`src/hw/rtl/ccrc_pkg.sv`:
```
// Package for the configurable CRC engine: register indexes, the configuration
// struct and helper functions for width and mask. No dependencies.
`default_nettype none

package ccrc_pkg;

    localparam int MAX_WIDTH = 32;
    localparam int CRC_W     = 32;

    typedef enum logic [2:0] {
        REG_WIDTH_MODE  = 3'd0,
        REG_POLY        = 3'd1,
        REG_INIT_VALUE  = 3'd2,
        REG_XOR_OUT     = 3'd3,
        REG_SHIFT_RIGHT = 3'd4
    } ccrc_reg_idx_t;

    typedef enum logic [1:0] {
        WIDTH_8  = 2'd0,
        WIDTH_16 = 2'd1,
        WIDTH_32 = 2'd2
    } ccrc_width_t;

    typedef struct packed {
        logic [1:0]       width_mode;
        logic [CRC_W-1:0] poly;
        logic [CRC_W-1:0] init_value;
        logic [CRC_W-1:0] xor_out;
        logic             shift_right;
    } ccrc_cfg_t;

    // Active CRC width in bits; the unused code behaves as 32 bits.
    function automatic logic [5:0] width_bits(input logic [1:0] mode);
        int w;
        case (mode)
            WIDTH_8:  w = 8;
            WIDTH_16: w = 16;
            default:  w = 32;
        endcase
        if (w > MAX_WIDTH) w = MAX_WIDTH;
        if (w < 8) w = 8;
        return 6'(w);
    endfunction

    function automatic logic [CRC_W-1:0] width_mask(input logic [5:0] w);
        logic [CRC_W-1:0] m;
        if (w >= 6'(CRC_W)) m = '1;
        else m = (CRC_W'(1) << w) - CRC_W'(1);
        return m;
    endfunction

endpackage

`default_nettype wire

```
`src/hw/rtl/ccrc_byte_step.sv`:
```
// Combinational absorption of one message byte into the CRC register.
// Depends on ccrc_pkg for the configuration struct and width helpers.
`default_nettype none

module ccrc_byte_step
    import ccrc_pkg::*;
(
    input  wire ccrc_cfg_t        cfg,
    input  wire logic [CRC_W-1:0] crc_in,
    input  wire logic [7:0]       data,
    output logic [CRC_W-1:0]      crc_out,
    output logic [CRC_W-1:0]      mask
);

    logic [5:0]       w;
    logic [4:0]       top_idx;
    logic [4:0]       shamt;
    logic [CRC_W-1:0] p;

    assign w       = width_bits(cfg.width_mode);
    assign mask    = width_mask(w);
    assign top_idx = 5'(w - 6'd1);
    assign shamt   = 5'(w - 6'd8);
    assign p       = cfg.poly & mask;

    // Eight bit steps, unrolled; each one is a shift and a conditional xor.
    always_comb
    begin
        logic [CRC_W-1:0] c;
        logic [CRC_W-1:0] shifted;
        logic             out_bit;
        c = crc_in & mask;
        if (cfg.shift_right)
        begin
            c = c ^ {{(CRC_W-8){1'b0}}, data};
        end
        else
        begin
            c = c ^ ({{(CRC_W-8){1'b0}}, data} << shamt);
        end
        for (int k = 0; k < 8; k++)
        begin
            if (cfg.shift_right)
            begin
                out_bit = c[0];
                shifted = c >> 1;
            end
            else
            begin
                out_bit = c[top_idx];
                shifted = (c << 1) & mask;
            end
            c = out_bit ? (shifted ^ p) : shifted;
        end
        crc_out = c & mask;
    end

endmodule

`default_nettype wire

```
`src/hw/rtl/configurable_crc_engine_top.sv`:
```
// Top level of the configurable CRC engine: configuration registers, input
// stage, running CRC register and result register. Uses ccrc_pkg, ccrc_byte_step.
`default_nettype none

// Usage
// The slave stream carries one message byte per item in s_axis_tdata, with
// s_axis_tlast marking the final byte of a message. For every last byte the
// master stream delivers one item: the CRC masked to the configured width and
// xored with the output mask, zero above the width. Other bytes produce no item.
// The configuration port writes one register per cycle while cfg_we is high:
// index 0 width mode, 1 polynomial, 2 init value, 3 output xor, 4 shift
// direction. Writes to other indexes are ignored. Registers should be changed
// only while no message bytes are in flight.
// Flow: a byte is captured in the input register; when it advances, the eight
// unrolled bit steps update the CRC register and, for a last byte, load the
// result register, which drives the master stream. One byte is accepted every
// cycle unless a last byte is held in the input register (see Stalls).
// Stalls: the result register holds its item until m_axis_tready. While it is
// full and m_axis_tready is low, a last byte waiting in the input register is held and
// s_axis_tready drops; plain bytes keep flowing since they produce no item.
// Reset: rst_n clears all valid flags, loads the register reset values
// (32-bit, polynomial 0x04C11DB7, init 0, output xor all ones, shift right)
// and clears the CRC register to zero.

module configurable_crc_engine_top
    import ccrc_pkg::*;
(
    input  wire logic        clk,
    input  wire logic        rst_n,
    // Configuration write port.
    input  wire logic        cfg_we,
    input  wire logic [2:0]  cfg_addr,
    input  wire logic [31:0] cfg_wdata,
    // Slave stream. tdata fields from bit 0: data_byte[7:0]. tlast: last_byte.
    input  wire logic        s_axis_tvalid,
    output logic             s_axis_tready,
    input  wire logic [7:0]  s_axis_tdata,
    input  wire logic        s_axis_tlast,
    // Master stream. tdata fields from bit 0: crc_value[31:0].
    output logic             m_axis_tvalid,
    input  wire logic        m_axis_tready,
    output logic [31:0]      m_axis_tdata
);

    ccrc_cfg_t        cfg_reg;

    logic             in_valid_reg;
    logic [7:0]       in_data_reg;
    logic             in_last_reg;

    logic [CRC_W-1:0] crc_reg;
    logic [CRC_W-1:0] crc_next;
    logic [CRC_W-1:0] mask;

    logic             out_valid_reg;
    logic [CRC_W-1:0] out_data_reg;

    logic             out_free;
    logic             stage_fire;
    logic             in_accept;

    // Configuration registers.
    always_ff @(posedge clk or negedge rst_n)
    begin
        if (!rst_n)
        begin
            cfg_reg.width_mode  <= WIDTH_32;
            cfg_reg.poly        <= 32'h04C1_1DB7;
            cfg_reg.init_value  <= '0;
            cfg_reg.xor_out     <= '1;
            cfg_reg.shift_right <= 1'b1;
        end
        else if (cfg_we)
        begin
            case (cfg_addr)
                REG_WIDTH_MODE:  cfg_reg.width_mode  <= cfg_wdata[1:0];
                REG_POLY:        cfg_reg.poly        <= cfg_wdata;
                REG_INIT_VALUE:  cfg_reg.init_value  <= cfg_wdata;
                REG_XOR_OUT:     cfg_reg.xor_out     <= cfg_wdata;
                REG_SHIFT_RIGHT: cfg_reg.shift_right <= cfg_wdata[0];
                default:         ;
            endcase
        end
    end

    // A plain byte always advances; a last byte needs room in the result
    // register, which is free when empty or being taken this cycle.
    assign out_free      = !out_valid_reg || m_axis_tready;
    assign stage_fire    = in_valid_reg && (!in_last_reg || out_free);
    assign s_axis_tready = !in_valid_reg || stage_fire;
    assign in_accept     = s_axis_tvalid && s_axis_tready;

    always_ff @(posedge clk or negedge rst_n)
    begin
        if (!rst_n)
        begin
            in_valid_reg <= 1'b0;
        end
        else if (s_axis_tready)
        begin
            in_valid_reg <= s_axis_tvalid;
        end
    end

    always_ff @(posedge clk)
    begin
        if (in_accept)
        begin
            in_data_reg <= s_axis_tdata;
            in_last_reg <= s_axis_tlast;
        end
    end

    ccrc_byte_step u_step (
        .cfg     (cfg_reg),
        .crc_in  (crc_reg),
        .data    (in_data_reg),
        .crc_out (crc_next),
        .mask    (mask)
    );

    // Running CRC: reloads the init value after the last byte of a message.
    always_ff @(posedge clk or negedge rst_n)
    begin
        if (!rst_n)
        begin
            crc_reg <= '0;
        end
        else if (stage_fire)
        begin
            crc_reg <= in_last_reg ? (cfg_reg.init_value & mask) : crc_next;
        end
    end

    always_ff @(posedge clk or negedge rst_n)
    begin
        if (!rst_n)
        begin
            out_valid_reg <= 1'b0;
        end
        else if (stage_fire && in_last_reg)
        begin
            out_valid_reg <= 1'b1;
        end
        else if (m_axis_tready)
        begin
            out_valid_reg <= 1'b0;
        end
    end

    always_ff @(posedge clk)
    begin
        if (stage_fire && in_last_reg)
        begin
            out_data_reg <= (crc_next ^ (cfg_reg.xor_out & mask)) & mask;
        end
    end

    assign m_axis_tvalid = out_valid_reg;
    assign m_axis_tdata  = out_data_reg;

endmodule

`default_nettype wire

```
`config.mk`:
```
export PLATFORM = sky130hd
export DESIGN_NAME = configurable_crc_engine_top
export DESIGN_NICKNAME = d
export VERILOG_FILES = /design/src/hw/rtl/ccrc_pkg.sv /design/src/hw/rtl/ccrc_byte_step.sv /design/src/hw/rtl/configurable_crc_engine_top.sv
export SDC_FILE = /design/constraint.sdc
export NUM_CORES = 1
export LEC_CHECK = 0
export ABC_CLOCK_PERIOD_IN_PS = 12600
export BUFFER_PORTS_ARGS = -buffer_cell sky130_fd_sc_hd__buf_2
export CAP_MARGIN = 5
export CORE_MARGIN = 1.5
export CORE_UTILIZATION = 30
export CTS_CLUSTER_DIAMETER = 100
export DETAILED_ROUTE_END_ITERATION = 8
export SLEW_MARGIN = 30
export SYNTH_ARGS = -nofsm -noshare
export SYNTH_HDL_FRONTEND = slang
export SYNTH_HIERARCHICAL = 1
export SYNTH_SLANG_ARGS = --single-unit
```
`constraint.sdc`:
```
create_clock -name clk -period 12.6 [get_ports clk]
set_clock_uncertainty 0.1 [all_clocks]
set_input_delay 1.89 -clock clk [delete_from_list [all_inputs] [get_ports clk]]
set_output_delay 1.89 -clock clk [all_outputs]
set_load 0.01 [all_outputs]
```
; Word level (Yosys, flattened, before mapping)
; Index checks and enable logic that the tools add are counted.
[word_totals]
out_inout_bits = 34
register_bits = 174
in_bits = 49
elab_cells = 115
[op_classes]
n_reduce_logical = 17
n_lt_le_gt_ge = 4
bitwise_logic = 25
n_shift = 2
n_mux = 48
add_sub_neg = 3
eq_ne = 5
[ops]
columns = operator, n
row1 = 32-bit 2-to-1 mux, 19
row2 = 32-bit AND, 14
row3 = 32-bit XOR, 10
row4 = 1-bit binary-select mux with 5-bit select, 8
row5 = "1-bit by 6-bit left shift with 32-bit output, first input constant", 1
row6 = 8-bit by 5-bit left shift with 32-bit output, 1
row7 = "32-bit by 2-bit subtractor with 32-bit output, second input constant", 1
row8 = 32-bit by 8-bit XOR with 32-bit output, 1
row9 = 1-bit 2-to-1 mux, 18
row10 = 6-bit 2-to-1 mux, 2
row11 = 6-bit case mux with 2 select lines, 1
row12 = 2-bit AND reduction, 5
row13 = "3-bit by 2-bit equality test with 1-bit output, second input constant", 2
row14 = "6-bit >= comparator, second input constant", 1
row15 = "6-bit greater-than comparator, second input constant", 1
row16 = "5-bit by 6-bit less-than comparator with 1-bit output, second input constant", 1
row17 = "6-bit by 4-bit less-than comparator with 1-bit output, second input constant", 1
row18 = "5-bit by 1-bit subtractor with 5-bit output, second input constant", 1
row19 = "5-bit by 4-bit subtractor with 5-bit output, second input constant", 1
row20 = "3-bit by 1-bit equality test with 1-bit output, second input constant", 1
row21 = "3-bit equality test, second input constant", 1
row22 = 1-bit logical AND, 3
row23 = 1-bit zero test, 3
row24 = 3-bit zero test, 1
row25 = other kinds (4), 6

; Longest topological paths before layout
[logic_depth]
depth_word = 47
mapped_depth = 45
depth_no_buf = 30

; By module
; Netlist, hierarchy kept.
[by_module_without_submodules]
columns = module, seq_area_each_um2, n_inst, area_each_um2, cells_each
row1 = ccrc_byte_step, 0.0, 1, 9990.8, 1575
row2 = configurable_crc_engine_top, 4619.4, 1, 7577.3, 500

; Worst setup path before layout
; No wires, ideal clock.
[synth_timing]
path_type = reg2reg
from = register cfg_reg[98] in the netlist's numbering
to = register out_data_reg[31], in the netlist m_axis_tdata[31] (data pin)
required_ns = 12.245
path_buffers = 10
path_slack_ns = 2.080
arrival_ns = 10.165
synth_period_minus_slack_ns = 10.520
setup_ns = 0.255
stages_incl_launch_ff = 40
cell_sequence = dfstp_2 nor2_2 inv_2 clkbuf_1 clkbuf_1 buf_1 buf_1 buf_1 clkbuf_1 ha_1 buf_2 nand2_1 a21boi_1 o311ai_2 o211a_1 mux2_2 nor3_4 mux2_2 [4 not listed] or4b_1 nor3b_1 buf_4 and4_1 mux2i_1 or3_1 buf_4 nand4_1 a21oi_1 a2111oi_4 nand2_2 mux2_4 o31a_4 buf_6 o21ai_2 mux2i_1 xor2_1 and2_1
[synth_via]
elab_chain_cells = 47
elab_cells_between_ends = 79
classes_between = add/sub (3) / order compare (3) / eq/ne (1) / shift (2) / mux (45) / bitwise (24) / reduce/logical (1)
[synth_rtl]
columns = item, line_no
row1 = from (decl), configurable_crc_engine_top.sv:45  ; ccrc_cfg_t cfg_reg;
row2 = 2-bit by 1-bit equality test with 1-bit output or 2-bit zero test (tied branches), ccrc_pkg.sv:35  ; case (mode)
row3 = 6-bit case mux with 2 select lines *, ccrc_pkg.sv:35
row4 = 6-bit greater-than comparator, ccrc_pkg.sv:40  ; if (w > MAX_WIDTH) w = MAX_WIDTH;
row5 = 6-bit 2-to-1 mux *, ccrc_pkg.sv:40
row6 = 6-bit by 4-bit less-than comparator with 1-bit output, ccrc_pkg.sv:41  ; if (w < 8) w = 8;
row7 = 6-bit 2-to-1 mux *, ccrc_pkg.sv:41
row8 = 1-bit by 6-bit left shift with 32-bit output, ccrc_pkg.sv:48  ; else m = (CRC_W'(1) << w) - CRC_W'(1);
row9 = 32-bit by 2-bit subtractor with 32-bit output, ccrc_pkg.sv:48
row10 = [1 not listed], --
row11 = via mask[8], configurable_crc_engine_top.sv:53  ; logic [CRC_W-1:0] mask;
row12 = [31 not listed], --
row13 = 1-bit binary-select mux with 5-bit select or 32-bit AND (tied branches), "ccrc_byte_step.sv:50, ccrc_byte_step.sv:51"
row14 = 1-bit 2-to-1 mux (implied by the code) or 32-bit 2-to-1 mux (tied branches), "ccrc_byte_step.sv:50, ccrc_byte_step.sv:43"
row15 = 1-bit 2-to-1 mux or 32-bit XOR (tied branches), "ccrc_byte_step.sv:43, ccrc_byte_step.sv:53"
row16 = 32-bit 2-to-1 mux *, ccrc_byte_step.sv:53  ; c = out_bit ? (shifted ^ p) : shifted;
row17 = 32-bit AND *, ccrc_byte_step.sv:55  ; crc_out = c & mask;
row18 = via crc_next[31], configurable_crc_engine_top.sv:52  ; logic [CRC_W-1:0] crc_next;
row19 = 32-bit XOR *, configurable_crc_engine_top.sv:155  ; out_data_reg <= (crc_next ^ (cfg_reg.xor_out & mask)) & mask;
row20 = 32-bit AND *, configurable_crc_engine_top.sv:155
row21 = to (signal assigned), configurable_crc_engine_top.sv:155
row22 = to (decl), configurable_crc_engine_top.sv:56  ; logic [CRC_W-1:0] out_data_reg;
; The timed path passes the listed nets; every way through them passes the cells marked *. The select of a mux whose other input is x is not followed.
; A chain may end at the register's enable or synchronous reset.

; Worst setup path in the final report
[layout_timing]
from = register cfg_reg[98] in the netlist's numbering
to = register crc_reg[15]
[layout_via]
elab_chain_cells = 46
elab_cells_between_ends = 78
classes_between = add/sub (3) / order compare (3) / eq/ne (1) / shift (2) / mux (46) / bitwise (22) / reduce/logical (1)
[layout_rtl]
columns = item, line_no
row1 = 2-bit by 1-bit equality test with 1-bit output or 2-bit zero test (tied branches), ccrc_pkg.sv:35
row2 = 6-bit case mux with 2 select lines *, ccrc_pkg.sv:35
row3 = 6-bit greater-than comparator, ccrc_pkg.sv:40
row4 = 6-bit 2-to-1 mux *, ccrc_pkg.sv:40
row5 = 6-bit by 4-bit less-than comparator with 1-bit output, ccrc_pkg.sv:41
row6 = 6-bit 2-to-1 mux *, ccrc_pkg.sv:41
row7 = 1-bit by 6-bit left shift with 32-bit output, ccrc_pkg.sv:48
row8 = 32-bit by 2-bit subtractor with 32-bit output, ccrc_pkg.sv:48
row9 = [31 not listed], --
row10 = 32-bit 2-to-1 mux, ccrc_byte_step.sv:53
row11 = 1-bit binary-select mux with 5-bit select or 32-bit AND (tied branches), "ccrc_byte_step.sv:50, ccrc_byte_step.sv:51"
row12 = 1-bit 2-to-1 mux (implied by the code) or 32-bit 2-to-1 mux (tied branches), "ccrc_byte_step.sv:50, ccrc_byte_step.sv:43"
row13 = 1-bit 2-to-1 mux or 32-bit XOR (tied branches), "ccrc_byte_step.sv:43, ccrc_byte_step.sv:53"
row14 = 32-bit 2-to-1 mux, ccrc_byte_step.sv:53
row15 = 32-bit AND *, ccrc_byte_step.sv:55
row16 = via crc_next[15], configurable_crc_engine_top.sv:52
row17 = 32-bit 2-to-1 mux *, configurable_crc_engine_top.sv:131  ; crc_reg <= in_last_reg ? (cfg_reg.init_value & mask) : crc_next;
row18 = to (signal assigned), configurable_crc_engine_top.sv:131
row19 = to (decl), configurable_crc_engine_top.sv:51  ; logic [CRC_W-1:0] crc_reg;
; Marked as above.

==> results.tsv <==
stage	metric	value	unit
drt	first-pass iteration count of the detailed router	5	
final_layout	Largest register FFs	99	
cts	Resized cells post-CTS	0	
worst_setup_path	CP max stage delay	0.90	ns
sta	unrepaired setup endpoints after global routing	false	
sta	minimum clock period	11.64	ns
drt	ANT nets after route	0	
worst_setup_path	crit path max fanout	50	
placement	hpwl dp	45300	um
cts	post-cts hold buffer count	0	
sta	relative slew slack	26.0	%
yosys	Netlist cell types	113	
yosys	syn avg cell area	8.47	um2
cts	post-CTS setup buffer count	0	
final_layout	share of layout cells above drive strength 1	20.1	%
drt	DRC Markers	0	
floorplanning	row cnt	88	
cts	root cell of the clock tree	clkbuf_16	
global_routing	vias in the first global route	15600	
worst_setup_path	reg2reg setup slack	0.96	ns
yosys	post-synth top area cell	dfrtp_1	
worst_setup_path	Data arrival, critical path	11.95	ns
worst_setup_path	Top Family by Delay on Critical Path	compound AO/OA/AOI/OAI gates	
worst_setup_path	Worst Setup End Kind	register	
worst_setup_path	Buf/Inv on CP	5	
sta	# setup viols final	0	
global_routing	gr ovfl total	0	
yosys	Post-synth EDFFs	41	
worst_setup_path	slowest stage cell, crit path	o31ai_4	
drt	Vias/cell	5.60	
floorplanning	chip height	245	um
final_layout	multi-input logic area	11700	um2
floorplanning	Boundary Pins	83	
drt	routed wire length	63600	um
worst_setup_path	kind of critical path	reg -> reg	
sta	Final Hold Vio Count	0	
floorplanning	Starting Density	30.4	%
yosys	Yosys top cell area share	12.1	%
drt	metal1 wirelength	26900	um
yosys	Seq/Total Area, Yosys	26.3	%
drt	met2 wire length	29400	um
floorplanning	Die X	245	um
cts	CTS Buf Count	17	
cts	clock sink count	174	
sta	Post-Route Setup TNS	0	ns
yosys	post-synthesis instance total	2075	
run_status	status	complete, no violations	
yosys	FF+latch count, synth	174	
final_layout	storage element area	4620	um2
yosys	Post-synth ARST share	76.4	%
drt	Max Used Layer	met4	
sta	max-slew violation count	0	
sta	fmax	0.0859	GHz
floorplanning	core area	57800	um2
cts	Clock transition at path regs	0.06	ns
final_layout	Final nets	2092	
floorplanning	total die area	60000	um2
final_layout	Layout Area Growth over Synthesis	7.29	%
yosys	Synth area leaders	dfrtp_1 (12%), xnor2_1 (8.8%), xor2_1 (7.7%), dfstp_2 (7.2%), edfxtp_1 (7.0%)	
final_layout	Fill cells	6000	
flow_run	Max Cap Viol	0	
sta	crit share post-route	92.4	%
final_layout	antenna cells	0	
drt	Routed met3 length	4160	um
yosys	top_reg_cell synth	dfrtp_1	
placement	PortBufs	82	
drt	Vias	15800	
cts	htree depth	4	
drt	wire per inst	22.6	um
worst_setup_path	Worst Setup Start Kind	register	
global_routing	gr usage total	21.1	%
yosys	Post-Syn Area	17600	um2
drt	DRT iter0 DRCs	1413	
global_routing	initial antenna violation count	0	
global_routing	first-pass GRT wire length	97100	um
global_routing	largest net degree at the start of global routing	85	
worst_setup_path	CP Data Required Time	12.91	ns
worst_setup_path	most frequent CP cell	buf_4	
yosys	synth warn	6	
worst_hold_path	Hold Path Class	reg -> reg	
cts	Worst-Skew Late Latency	0.47	ns
cts	CTS tree	yes	
sta	Slew @ Worst Pin	1.10	ns
cts	CTS Buffer Depth	2	
placement	GP Congestion	0.974	
[final timing paths]
kind,start,to,depth (start not counted)
max,cfg_reg[98],crc_reg[15],31
min,cfg_reg[64],cfg_reg[64],1
max reg2reg,cfg_reg[98],crc_reg[15],31
min reg2reg,cfg_reg[64],cfg_reg[64],1
max in group asynchronous,rst_n,crc_reg[22],2
min in group asynchronous,rst_n,cfg_reg[40],1
[per-layer routing]
metal  vias to the layer above  GRT usage (%)
met1                      7753           27.1
met2                       667           34.4
met3                       161           3.12
met4                         0           10.5
li1                       7205              -
met5                         -              0
[cell type report]
type                    count  area share [%]
multi-input cells        1670            62.2
flip-flops and latches    174            24.5
well taps                 765            5.08
repair buffers            129            4.10
clock buffers              19            2.35
inverters                  50           0.996
clock inverters            13           0.737
[logic make-up (layout without fill, tap and decap cells)]
kind of cell    after synthesis  in the layout  synth area share, %
other cells                   1              8               0.0213
buf+inv                     238            211                 7.24
flops                       174            174                 26.3
xor+xnor                    333            333                 16.7
compound gates              425            425                 17.1
mux                         187            187                 13.0
simple gates                716            716                 19.6
fa+ha+maj                     1              1               0.0712
[worst register-to-register path: cells and delay by family, from the launching register on]
family                   cells  cell delay [ns]
AO/OA/AOI/OAI               10             3.56
XOR/XNOR                     1             0.42
adder cells (fa/ha/maj)      1             0.36
buffers and inverters        5             1.55
flip-flops                   1             0.71
multiplexers                 4             1.35
AND/OR/NAND/NOR             10             3.54
[layout by cell type, fill, tap and decap left out, drive strengths merged, types with 7 or more instances in the layout]
cell type,n
clkbuf,19
o22ai,14
nand2b,12
dfrtp,85
edfxtp,41
nand4,28
and4,7
conb,8
a31oi,13
nand3,103
nand2,314
a21oi,76
mux2i,46
a21boi,8
o2111ai,7
a21o,11
o211a,7
xor2,154
or2,7
o211ai,22
and2,56
nor3,25
a32oi,12
o31ai,10
mux2,141
a211oi,21
inv,52
o21ai,130
buf,129
and3,23
dfstp,48
nor2,93
a22oi,9
or3,11
xnor2,178
[Yosys cell counts (10+ instances only)]
| library cell | instances |
|---|---|
| nand2_1 | 313 |
| xnor2_1 | 177 |
| xor2_1 | 154 |
| nand3_1 | 102 |
| o21ai_0 | 99 |
| nor2_1 | 92 |
| dfrtp_1 | 85 |
| clkbuf_1 | 81 |
| mux2_2 | 78 |
| a21oi_1 | 76 |
| mux2_4 | 62 |
| and2_1 | 55 |
| dfstp_2 | 48 |
| inv_1 | 48 |
| mux2i_1 | 45 |
| edfxtp_1 | 41 |
| buf_4 | 37 |
| nand4_1 | 28 |
| buf_1 | 25 |
| buf_2 | 24 |
| and3_1 | 23 |
| a211oi_1 | 21 |
| nor3_1 | 21 |
| o211ai_1 | 20 |
| o21ai_2 | 16 |
| buf_6 | 15 |
| o21ai_1 | 15 |
| a31oi_1 | 13 |
| o22ai_1 | 13 |
| a32oi_1 | 12 |
| nand2b_1 | 12 |
| a21o_1 | 11 |
| or3_1 | 10 |
[per-stage QoR]
stage	worst slack [ns]	utilization, %	instances	instance area (um2)	hold slack [ns]
global route	0.619	32.6	2820	18800	0.423
CTS	1.16	32.6	2820	18800	0.411
floorplan	2.08	-	2082	17600	0.376
detailed placement	1.17	31.6	2788	18300	0.394
finish	0.959	32.6	2820	18800	0.410
global placement	1.34	31.6	2787	18200	0.394
Power is not shown: default switching activity piles up to over one toggle a cycle in this logic, so the estimate is an artifact.
